===== config.mk =====
export PLATFORM = sky130hd
export DESIGN_NAME = bivariate_monomial_expander
export DESIGN_NICKNAME = d
export VERILOG_FILES = /design/src/hw/rtl/bme_pkg.sv /design/src/hw/rtl/bme_ctrl.sv /design/src/hw/rtl/bme_datapath.sv /design/src/hw/rtl/bivariate_monomial_expander.sv
export SDC_FILE = /design/constraint.sdc
export NUM_CORES = 2
export LEC_CHECK = 0
export BUFFER_PORTS_ARGS = -buffer_cell sky130_fd_sc_hd__buf_2
export CAP_MARGIN = 20
export CORE_UTILIZATION = 60
export CTS_BUF_LIST = sky130_fd_sc_hd__clkbuf_8 sky130_fd_sc_hd__clkbuf_16
export DETAILED_ROUTE_END_ITERATION = 10
export PLACE_DENSITY = 0.86
export SLEW_MARGIN = 25
export SYNTH_ARGS = -nofsm -noshare
export SYNTH_HDL_FRONTEND = slang
export SYNTH_SLANG_ARGS = --single-unit

===== constraint.sdc =====
create_clock -name clock -period 9.67 [get_ports clock]
set_clock_uncertainty 0.1 [all_clocks]
set_input_delay 1.934 -clock clock [delete_from_list [all_inputs] [get_ports clock]]
set_output_delay 1.934 -clock clock [all_outputs]
set_load 0.03 [all_outputs]

===== src/hw/rtl/bme_pkg.sv =====
// Shared constants and controller/datapath interface types for the monomial expander.
package bme_pkg;

   localparam int MAX_DEGREE = 6;
   localparam int ROWS       = MAX_DEGREE + 1;
   localparam int DEG_W      = 3;
   localparam int IDX_W      = 3;
   localparam int POW_W      = 3;
   localparam int K_W        = 5;
   localparam int IN_W       = 16;
   localparam int TERM_W     = 32;
   localparam int PROD_W     = TERM_W + IN_W;
   localparam int FRAC_SHIFT = 12;
   localparam int Q_W        = PROD_W - FRAC_SHIFT;

   localparam logic [DEG_W-1:0]  DEGREE_RESET = 3'd2;
   localparam logic [DEG_W-1:0]  DEGREE_TOP   = DEG_W'(MAX_DEGREE);
   localparam logic [TERM_W-1:0] ONE_Q24      = 32'h0100_0000;
   localparam logic [PROD_W-1:0] ROUND_HALF   = 48'd2048;

   // Commands from controller to datapath
   typedef struct packed {
      logic             load_point;
      logic             load_one;
      logic             mul;
      logic             rnd;
      logic             use_y;
      logic [IDX_W-1:0] row_idx;
      logic [K_W-1:0]   term_index;
      logic [POW_W-1:0] x_power;
      logic [POW_W-1:0] y_power;
      logic             last;
   } cmd_type;

   // Status from datapath to controller
   typedef struct packed {
      logic out_free;
   } status_type;

endpackage


===== src/hw/rtl/bme_ctrl.sv =====
// Sequencer for the monomial expander: row/term counters and command generation.
module bme_ctrl
   import bme_pkg::*;
(
   input  logic             clock,
   input  logic             reset,
   input  logic             req_tvalid,
   output logic             req_tready,
   input  logic             csr_wr_en,
   input  logic [DEG_W-1:0] csr_wr_data,
   input  status_type       status,
   output cmd_type          cmd
);

   typedef enum logic [1:0] {
      ST_IDLE,
      ST_ONE,
      ST_MUL,
      ST_RND
   } state_type;

   state_type        state_ff, state_in;
   logic [DEG_W-1:0] deg_ff, deg_in;
   logic [DEG_W-1:0] dmax_ff, dmax_in;
   logic [IDX_W-1:0] n_ff, n_in;
   logic [IDX_W-1:0] t_ff, t_in;
   logic [K_W-1:0]   k_ff, k_in;
   logic [DEG_W-1:0] deg_eff;
   logic             accept;
   logic             row_end;
   logic             last_term;

   assign deg_eff    = (deg_ff > DEGREE_TOP) ? DEGREE_TOP : deg_ff;
   assign req_tready = (state_ff == ST_IDLE);
   assign accept     = req_tvalid && req_tready;
   assign row_end    = (t_ff == n_ff);
   assign last_term  = row_end && (n_ff == dmax_ff);

   // Command decode
   always_comb begin
      cmd            = '0;
      cmd.load_point = accept;
      cmd.row_idx    = t_ff;
      cmd.use_y      = row_end;
      cmd.term_index = k_ff;
      cmd.x_power    = POW_W'(n_ff - t_ff);
      cmd.y_power    = POW_W'(t_ff);
      unique case (state_ff)
         ST_IDLE: ;
         ST_ONE: begin
            cmd.load_one   = status.out_free;
            cmd.term_index = '0;
            cmd.x_power    = '0;
            cmd.y_power    = '0;
            cmd.last       = (dmax_ff == '0);
         end
         ST_MUL: cmd.mul = 1'b1;
         ST_RND: begin
            cmd.rnd  = status.out_free;
            cmd.last = last_term;
         end
         default: ;
      endcase
   end

   // Next state and counters
   always_comb begin
      state_in = state_ff;
      deg_in   = csr_wr_en ? csr_wr_data : deg_ff;
      dmax_in  = dmax_ff;
      n_in     = n_ff;
      t_in     = t_ff;
      k_in     = k_ff;
      unique case (state_ff)
         ST_IDLE: begin
            if (accept) begin
               dmax_in  = deg_eff;
               state_in = ST_ONE;
            end
         end
         ST_ONE: begin
            if (status.out_free) begin
               n_in     = IDX_W'(1);
               t_in     = '0;
               k_in     = K_W'(1);
               state_in = (dmax_ff == '0) ? ST_IDLE : ST_MUL;
            end
         end
         ST_MUL: state_in = ST_RND;
         ST_RND: begin
            if (status.out_free) begin
               k_in = k_ff + K_W'(1);
               if (last_term) begin
                  state_in = ST_IDLE;
               end else if (row_end) begin
                  n_in     = n_ff + IDX_W'(1);
                  t_in     = '0;
                  state_in = ST_MUL;
               end else begin
                  t_in     = t_ff + IDX_W'(1);
                  state_in = ST_MUL;
               end
            end
         end
         default: state_in = ST_IDLE;
      endcase
   end

   always_ff @(posedge clock) begin
      if (reset) begin
         state_ff <= ST_IDLE;
         deg_ff   <= DEGREE_RESET;
         dmax_ff  <= '0;
         n_ff     <= '0;
         t_ff     <= '0;
         k_ff     <= '0;
      end else begin
         state_ff <= state_in;
         deg_ff   <= deg_in;
         dmax_ff  <= dmax_in;
         n_ff     <= n_in;
         t_ff     <= t_in;
         k_ff     <= k_in;
      end
   end

endmodule


===== src/hw/rtl/bme_datapath.sv =====
// Datapath: point registers, degree row store, shared multiplier, rounding and output register.
module bme_datapath
   import bme_pkg::*;
(
   input  logic              clock,
   input  logic              reset,
   input  logic [31:0]       req_tdata,
   input  cmd_type           cmd,
   output status_type        status,
   output logic              rsp_tvalid,
   input  logic              rsp_tready,
   output logic [47:0]       rsp_tdata,
   output logic              rsp_tuser,
   output logic              rsp_tlast
);

   logic signed [IN_W-1:0]   x_ff, y_ff;
   logic signed [TERM_W-1:0] row_ff [ROWS];
   logic                     rsat_ff [ROWS];
   logic signed [TERM_W-1:0] hold_ff;
   logic                     hold_sat_ff;
   logic signed [PROD_W-1:0] prod_ff;
   logic                     psat_ff;

   logic                     valid_ff, valid_in;
   logic [TERM_W-1:0]        val_ff;
   logic [K_W-1:0]           idx_ff;
   logic [POW_W-1:0]         xp_ff, yp_ff;
   logic                     sat_ff, last_ff;

   logic signed [TERM_W-1:0] operand;
   logic signed [IN_W-1:0]   factor;
   logic                     op_sat;
   logic signed [PROD_W-1:0] rsum;
   logic signed [Q_W-1:0]    q;
   logic                     clip;
   logic [TERM_W-1:0]        rounded;

   assign status.out_free = !valid_ff || rsp_tready;

   // Operand select for the shared multiplier
   assign operand = cmd.use_y ? hold_ff : row_ff[cmd.row_idx];
   assign op_sat  = cmd.use_y ? hold_sat_ff : rsat_ff[cmd.row_idx];
   assign factor  = cmd.use_y ? y_ff : x_ff;

   // Round half up, drop 12 fraction bits, clamp to 32 bits
   assign rsum = prod_ff + $signed(ROUND_HALF);
   assign q    = rsum[PROD_W-1:FRAC_SHIFT];
   assign clip = (q[Q_W-1:TERM_W-1] != '0) && (q[Q_W-1:TERM_W-1] != '1);
   always_comb begin
      if (!clip)
         rounded = q[TERM_W-1:0];
      else if (q[Q_W-1])
         rounded = 32'h8000_0000;
      else
         rounded = 32'h7FFF_FFFF;
   end

   // Point, row store and product registers
   always_ff @(posedge clock) begin
      if (cmd.load_point) begin
         x_ff <= req_tdata[15:0];
         y_ff <= req_tdata[31:16];
      end
      if (cmd.load_one) begin
         row_ff[0]  <= ONE_Q24;
         rsat_ff[0] <= 1'b0;
      end
      if (cmd.mul) begin
         prod_ff <= operand * factor;
         psat_ff <= op_sat;
         if (!cmd.use_y) begin
            hold_ff     <= row_ff[cmd.row_idx];
            hold_sat_ff <= rsat_ff[cmd.row_idx];
         end
      end
      if (cmd.rnd) begin
         row_ff[cmd.row_idx]  <= rounded;
         rsat_ff[cmd.row_idx] <= psat_ff | clip;
      end
   end

   // Output register payload
   always_ff @(posedge clock) begin
      if (cmd.load_one) begin
         val_ff <= ONE_Q24;
         sat_ff <= 1'b0;
      end else if (cmd.rnd) begin
         val_ff <= rounded;
         sat_ff <= psat_ff | clip;
      end
      if (cmd.load_one || cmd.rnd) begin
         idx_ff  <= cmd.term_index;
         xp_ff   <= cmd.x_power;
         yp_ff   <= cmd.y_power;
         last_ff <= cmd.last;
      end
   end

   // Output valid
   always_comb begin
      valid_in = valid_ff;
      if (cmd.load_one || cmd.rnd)
         valid_in = 1'b1;
      else if (rsp_tready)
         valid_in = 1'b0;
   end

   always_ff @(posedge clock) begin
      if (reset)
         valid_ff <= 1'b0;
      else
         valid_ff <= valid_in;
   end

   assign rsp_tvalid = valid_ff;
   assign rsp_tdata  = {5'b0, yp_ff, xp_ff, idx_ff, val_ff};
   assign rsp_tuser  = sat_ff;
   assign rsp_tlast  = last_ff;

endmodule


===== src/hw/rtl/bivariate_monomial_expander.sv =====
// Top level of the bivariate monomial expander: controller plus datapath.
//
//  Channel  Dir  Signals                         Content
//  req      in   tvalid/tready/tdata[31:0]       one point (x, y), Q4.12
//  rsp      out  tvalid/tready/tdata/tuser/tlast  one monomial term per transfer
//  csr      in   wr_en/wr_data[2:0]               degree register, write only
//
// One point yields (d+1)(d+2)/2 terms, d = min(degree, 6). Term 0 is the constant step;
// every later term takes a multiply step, then a round/saturate/write-back step,
// through the single shared 32x16 multiplier. A new point is taken only in the idle
// state, after the last term of the previous point. Reset clears control state and
// sets degree to 2. A stalled rsp holds the sequencer in its constant or round step;
// no term is lost.
module bivariate_monomial_expander
   import bme_pkg::*;
(
   input  logic             clock,
   input  logic             reset,
   input  logic             req_tvalid,
   output logic             req_tready,
   input  logic [31:0]      req_tdata,   // [15:0] x_value, [31:16] y_value
   output logic             rsp_tvalid,
   input  logic             rsp_tready,
   output logic [47:0]      rsp_tdata,   // [31:0] term_value, [36:32] term_index,
                                         // [39:37] x_power, [42:40] y_power, zero fill
   output logic             rsp_tuser,   // [0] saturated
   output logic             rsp_tlast,
   input  logic             csr_wr_en,
   input  logic [DEG_W-1:0] csr_wr_data
);

   cmd_type    cmd;
   status_type status;

   bme_ctrl u_ctrl (
      .clock       (clock),
      .reset       (reset),
      .req_tvalid  (req_tvalid),
      .req_tready  (req_tready),
      .csr_wr_en   (csr_wr_en),
      .csr_wr_data (csr_wr_data),
      .status      (status),
      .cmd         (cmd)
   );

   bme_datapath u_dp (
      .clock      (clock),
      .reset      (reset),
      .req_tdata  (req_tdata),
      .cmd        (cmd),
      .status     (status),
      .rsp_tvalid (rsp_tvalid),
      .rsp_tready (rsp_tready),
      .rsp_tdata  (rsp_tdata),
      .rsp_tuser  (rsp_tuser),
      .rsp_tlast  (rsp_tlast)
   );

endmodule


=== Word level (Yosys, flattened, before mapping) ===
Memories as Yosys holds them, arrays and structs flattened. A register that Yosys moved wholly into a read port is not among the register bits.
Index checks and enable logic that the tools add are counted.

* RAM bits: 231
* Register bits: 177
* Input bits: 40
* Logic and storage cells: 100
* Memories kept: 2
* Output and inout port bits: 52

* Multiply operators: 1
* Bitwise gates (word level): 2
* Mux-type cells: 42
* Equal/unequal tests: 11
* Reduce and logical (&&, ||, !) cells: 19
* Add/sub/neg operators: 5
* $lt $le $gt $ge: 1

{| class="wikitable"
|+ Memory list
! memory !! words !! width !! read ports !! clocked after Yosys merged registers in !! write ports !! RTL line !! source
|-
| u_dp.row_ff || 7 || 32 || 1 || 1 || 1 || bme_datapath.sv:18 || <nowiki>logic signed [TERM_W-1:0] row_ff [ROWS];</nowiki>
|-
| u_dp.rsat_ff || 7 || 1 || 1 || 1 || 1 || bme_datapath.sv:19 || <nowiki>logic rsat_ff [ROWS];</nowiki>
|}

{| class="wikitable"
|+ Operator list
! cell !! number
|-
| 2-to-1 mux 32 bit || 4
|-
| adder 48 x 13 -> 48 bit (second input constant) || 1
|-
| multiplier 32 x 16 -> 48 bit || 1
|-
| 2-to-1 mux 3 bit || 13
|-
| OR reduction 32 bit || 1
|-
| 2-to-1 mux 16 bit || 1
|-
| 2-to-1 mux 1 bit || 12
|-
| case mux 3 bit (2 select lines) || 2
|-
| 2-to-1 mux 2 bit || 5
|-
| 2-to-1 mux 5 bit || 2
|-
| case mux 5 bit (2 select lines) || 1
|-
| case mux 2 bit (4 select lines) || 1
|-
| adder 3 x 1 -> 3 bit (second input constant) || 2
|-
| == test 3 bit || 2
|-
| != test 2 x 1 -> 1 bit (second input constant) || 3
|-
| AND reduction 3 bit || 2
|-
| adder 5 x 1 -> 5 bit (second input constant) || 1
|-
| != test 5 bit (second input constant) || 1
|-
| AND reduction 5 bit || 1
|-
| nonzero test 5 bit || 1
|-
| == test 2 bit (second input constant) || 2
|-
| != test 2 bit (second input constant) || 2
|-
| AND reduction 2 bit || 2
|-
| AND reduction 4 bit || 1
|-
| 13 further kinds || 17
|}

=== Longest topological paths before layout ===
* Depth after elaboration: 7
* Mapped depth: 33
* Depth with buffers taken out: 31

=== By module ===
A second synthesis with hierarchy kept.

* Cell total of the unflattened synthesis: 3,140
* Area total of the unflattened synthesis: 33,579.7 sq um

{| class="wikitable"
|+ By module, submodules not included
! module !! cells each !! area each (sq um) !! times used
|-
| bme_datapath || 3,006 || 32,438.6 || 1
|-
| bme_ctrl || 134 || 1,141.1 || 1
|}

=== Worst setup path after synthesis ===
OpenSTA, ideal clock, no wires.

* Kind: reg-to-reg
* Start point: register u_ctrl.t_ff[1]
* End point: register u_dp.prod_ff[47] (data pin)
* Buffers on the path: 4
* Clock period less this slack: 8,136 ps
* Setup slack: 1,534 ps
* Setup time: 260 ps
* Arrival time: 7,776 ps
* Required time: 9,310 ps
* Stages on the path, launching flop included: 31
* Path through: dfxtp_1 -> inv_1 -> ha_1 -> nand2_1 -> nor2_1 -> clkbuf_1 -> buf_1 -> nand2_1 -> nand2_1 -> clkbuf_1 -> nand2_1 -> fa_1 -> inv_1 -> fa_1 -> fa_1 -> fa_1 -> fa_1 -> inv_1 -> fa_1 -> inv_1 -> ha_1 -> clkbuf_1 -> nand2_1 -> nor3_1 -> nand4_1 -> a2bb2oi_1 -> o211ai_1 -> a31oi_1 -> o31ai_1 -> a21oi_1 -> xnor2_1

* Word-level cells in the longest chain between the ends: 3
* Elaborated cells on any way between the ends: 4
* Those cells by class: 1 x mul; 1 x eq/ne; 2 x mux

{| class="wikitable"
|+ RTL lines
! element !! RTL line !! source
|-
| from (decl) || bme_ctrl.sv:26 || <nowiki>logic [IDX_W-1:0] t_ff, t_in;</nowiki>
|-
| from (signal assigned) || bme_ctrl.sv:122 || <nowiki>t_ff <= t_in;</nowiki>
|-
| == test 3 bit * || bme_ctrl.sv:36 || <nowiki>assign row_end = (t_ff == n_ff);</nowiki>
|-
| 2-to-1 mux 32 bit or 2-to-1 mux 16 bit (tied branches) || n/a ||
|-
| multiplier 32 x 16 -> 48 bit * || bme_datapath.sv:70 || <nowiki>prod_ff <= operand * factor;</nowiki>
|-
| to (signal assigned) || bme_datapath.sv:70 ||
|-
| to (decl) || bme_datapath.sv:22 || <nowiki>logic signed [PROD_W-1:0] prod_ff;</nowiki>
|}

Mark *: on every way between the ends. The rest lies on a longest branch, timed or not.
A chain may end at the register's enable or synchronous reset.

==> summary.txt <==
Setup path
  • Worst endpoint data arrival time: 9500 ps
  • Critical path class: reg2reg
  • Cell class contributing the biggest share of worst-path delay: adder cells
  • CP max-delay cell: dfxtp_2
  • Most used cell along the critical path: fa_1
  • Max stage delay on crit path: 900 ps
  • Crit path capture type: flop
  • Required arrival time at the worst endpoint: 9910 ps
  • Sort of element at the start of the critical path: flop
  • FF-to-FF setup slack: 410 ps
  • Count of buffering cells on the critical path with inverters included: 5
  • Largest fanout on the critical path: 43

STA
  • Hold Vio Cnt, Final: 0
  • Setup total negative slack: 0 ps
  • Final period utilization: 0.958
  • Fin. max-slew vios: 0
  • RSZ-0062 raised after global routing: no
  • Final number of setup-violating endpoints: 0
  • Worst hold-check slack: 346 ps
  • Slew of the pin with the lowest slew margin: 1080 ps
  • Time the final worst path needs with I/O delays and setup: 9260 ps
  • Slew HR: 0.267
  • Achievable frequency: around 0.11 GHz

Finish
  • Post-route standard cell area excluding fillers: about 37000 sq um
  • Fraction of final layout cells sized beyond drive strength 1: 0.105
  • Final-stage net count: approximately 3.8k
  • Area delta synth->final: 9.38%

Placement
  • Count of port buffers added during placement: 86
  • Standard cell area after detailed placement: 35200 sq um
  • Final Wtd Congestion: 1.01
  • DP HPWL: roughly 65000 microns

Synth
  • Per-instance average area after synthesis: 10.8 sq um
  • Async set or reset register ratio after synthesis: 0
  • Netlist area before placement: around 33000 sq um
  • Top flip-flop cell by instance count after synthesis: edfxtp_1
  • Most repeated cell in the gate-level netlist after synthesis: inv_1
  • Most frequent cells after synthesis: inv_1 (582), fa_1 (486), nand2_1 (434), edfxtp_1 (345), nor2_1 (223)
  • Sequential element share of the synthesized area: 0.343
  • Number of synthesized flops with an enable pin: about 350
  • Flop and latch count out of synthesis: 401
  • Post-synthesis instance total: 3084
  • Largest cells by area after synthesis: edfxtp_1 (31%), fa_1 (29%), inv_1 (6.5%), nand2_1 (4.9%), ha_1 (4.4%)
  • Distinct cell type count after synthesis: 69
  • Post-synth top area cell: edfxtp_1
  • Yosys warning total: 0
  • Top-area cell type share of the netlist area: 0.310

Floorplan
  • Core ar.: 55100 sq um
  • Number of top-level pins: 92
  • Chip height: 238 microns
  • Effective utilization at floorplan: 0.607
  • X dimension of the die: between 200 and 250 microns
  • Total number of placement rows: 86
  • Die area: 56700 sq um

GRT
  • Global-route wire length before repair: 136000 microns
  • Overall fraction of global-route tracks in use: 0.318
  • Global routing usage on met3: 0.0629
  • GRT Residual Overflow: 0
  • Global routing met1 resource utilization: 0.389
  • Highest-utilization routing layer at the global route stage: met2
  • Initial antenna violation count: 0
  • Grt met2 use: 0.510
  • Largest net degree at the start of global routing: 71
  • Via count of the first global-routing pass: about 25k

Min path
  • Kind of path behind the tightest hold check: reg2reg

Clocking
  • Number of H-tree levels: 2
  • CTS Buf Count: 42
  • Clock tree from TritonCTS: yes
  • Clk root buf: clkbuf_16
  • Clock Latency Late Sink: about 600 ps
  • Clock Sink Count: 401
  • Clock Tree Buf Depth: 3
  • Clock Pin Slew Worst Setup and Hold Paths: 60 ps

Routing
  • Via Count: about 23k
  • Total routed wirelength: 85800 microns
  • Antenna-violating nets left: 0
  • Iteration-0 DRC Markers: 2390
  • Per-cell routed wire length: around 22 microns
  • Count of TritonRoute iterations in the first routing pass: 6
  • Post-DR vias/cell: approximately 6
  • Residual DRC: 0

Job
  • MaxCap Viol Count: 0

Run status
  • Outcome: finished clean
[kinds of logic (layout without fill, tap and decap cells)]
family,after synthesis,count (layout),share of synthesized area
xor+xnor,88,88,0.0230
other cells,1,7,0.000112
compound gates,286,286,0.0561
flops,401,401,0.343
fa+ha+maj,603,603,0.335
mux,121,121,0.0487
simple gates,861,862,0.111
buf+inv,723,859,0.0825
[final cells by class]
type | count | area [sq um]
tap | 748 | 936
clock buffer | 46 | 1120
clock inverter | 32 | 208
sequential | 401 | 11500
timing repair buffer | 188 | 1260
multi-input combinational | 1965 | 19300
fill | 3989 | 18500
inverter | 593 | 2230
antenna | 2 | 5.00
[repair_timing]
item / in CTS / in global routing
setup endpoints to repair: 0 / 8
resized for setup: 0 / 5
hold buffers: 0 / 0
buffers inserted: 0 / 3
[worst register-to-register path: cells and delay by family (launching register included)]
| family | cells | cell delay [ps] |
|---|---|---|
| mux | 2 | 850 |
| xor+xnor | 1 | 100 |
| fa+ha+maj | 7 | 3270 |
| simple gates | 2 | 610 |
| flops | 1 | 900 |
| compound gates | 8 | 2410 |
| buf+inv | 5 | 770 |
[routing by layer]
layer / up-vias / wire length, microns
met5: - / 0
met4: 0 / 6990
met3: 392 / 8230
met2: 1403 / 40200
met1: 11700 / 30300
li1: 9967 / -
[sequential cells by signal (all words and copies together), names as in the netlist, named ones only]
register	count
u_ctrl.deg_ff	3
u_ctrl.dmax_ff	3
u_ctrl.k_ff	5
u_ctrl.n_ff	3
u_ctrl.state_ff	2
u_ctrl.t_ff	3
u_dp.hold_ff	32
u_dp.hold_sat_ff	1
u_dp.idx_ff	5
u_dp.prod_ff	37
u_dp.row_ff	224
u_dp.rsat_ff	7
u_dp.rsp_tlast	1
u_dp.rsp_tuser	1
u_dp.rsp_tvalid	1
u_dp.val_ff	32
u_dp.x_ff	16
u_dp.xp_ff	3
u_dp.y_ff	16
u_dp.yp_ff	3
[placed cells by master (no fill, tap or decap), drive strengths merged, types with 27 or more instances in the layout]
cell    instances
a21o           49
a21oi          54
and2           64
buf           188
clkbuf         46
clkinv         29
dfxtp          56
edfxtp        345
fa            486
ha            117
inv           594
mux2i          85
mux4           33
nand2         434
nand4          27
nor2          224
nor3           28
o21ai          98
xnor2          43
xor2           45
[final timing paths]
path	from	end	cells past startpoint
max reg2reg	flop	u_dp.prod_ff[40]$_DFFE_PP_	25
max	flop	u_dp.prod_ff[40]$_DFFE_PP_	25
min reg2reg	u_dp.val_ff[15]$_SDFFE_PP0P_	u_dp.val_ff[15]$_SDFFE_PP0P_	1
min	u_dp.val_ff[15]$_SDFFE_PP0P_	u_dp.val_ff[15]$_SDFFE_PP0P_	1
[per-stage QoR]
stage	cells	utilization	setup slack [ps]
final	3975	0.664	406
after global routing	3973	0.664	6.48
after CTS	3969	0.662	287
after detailed placement	3891	0.638	338
after global placement	3889	0.637	685
after floorplan	3088	-	1530
Power is not shown: default switching activity piles up to over one toggle a cycle in this logic, so the estimate is an artifact.
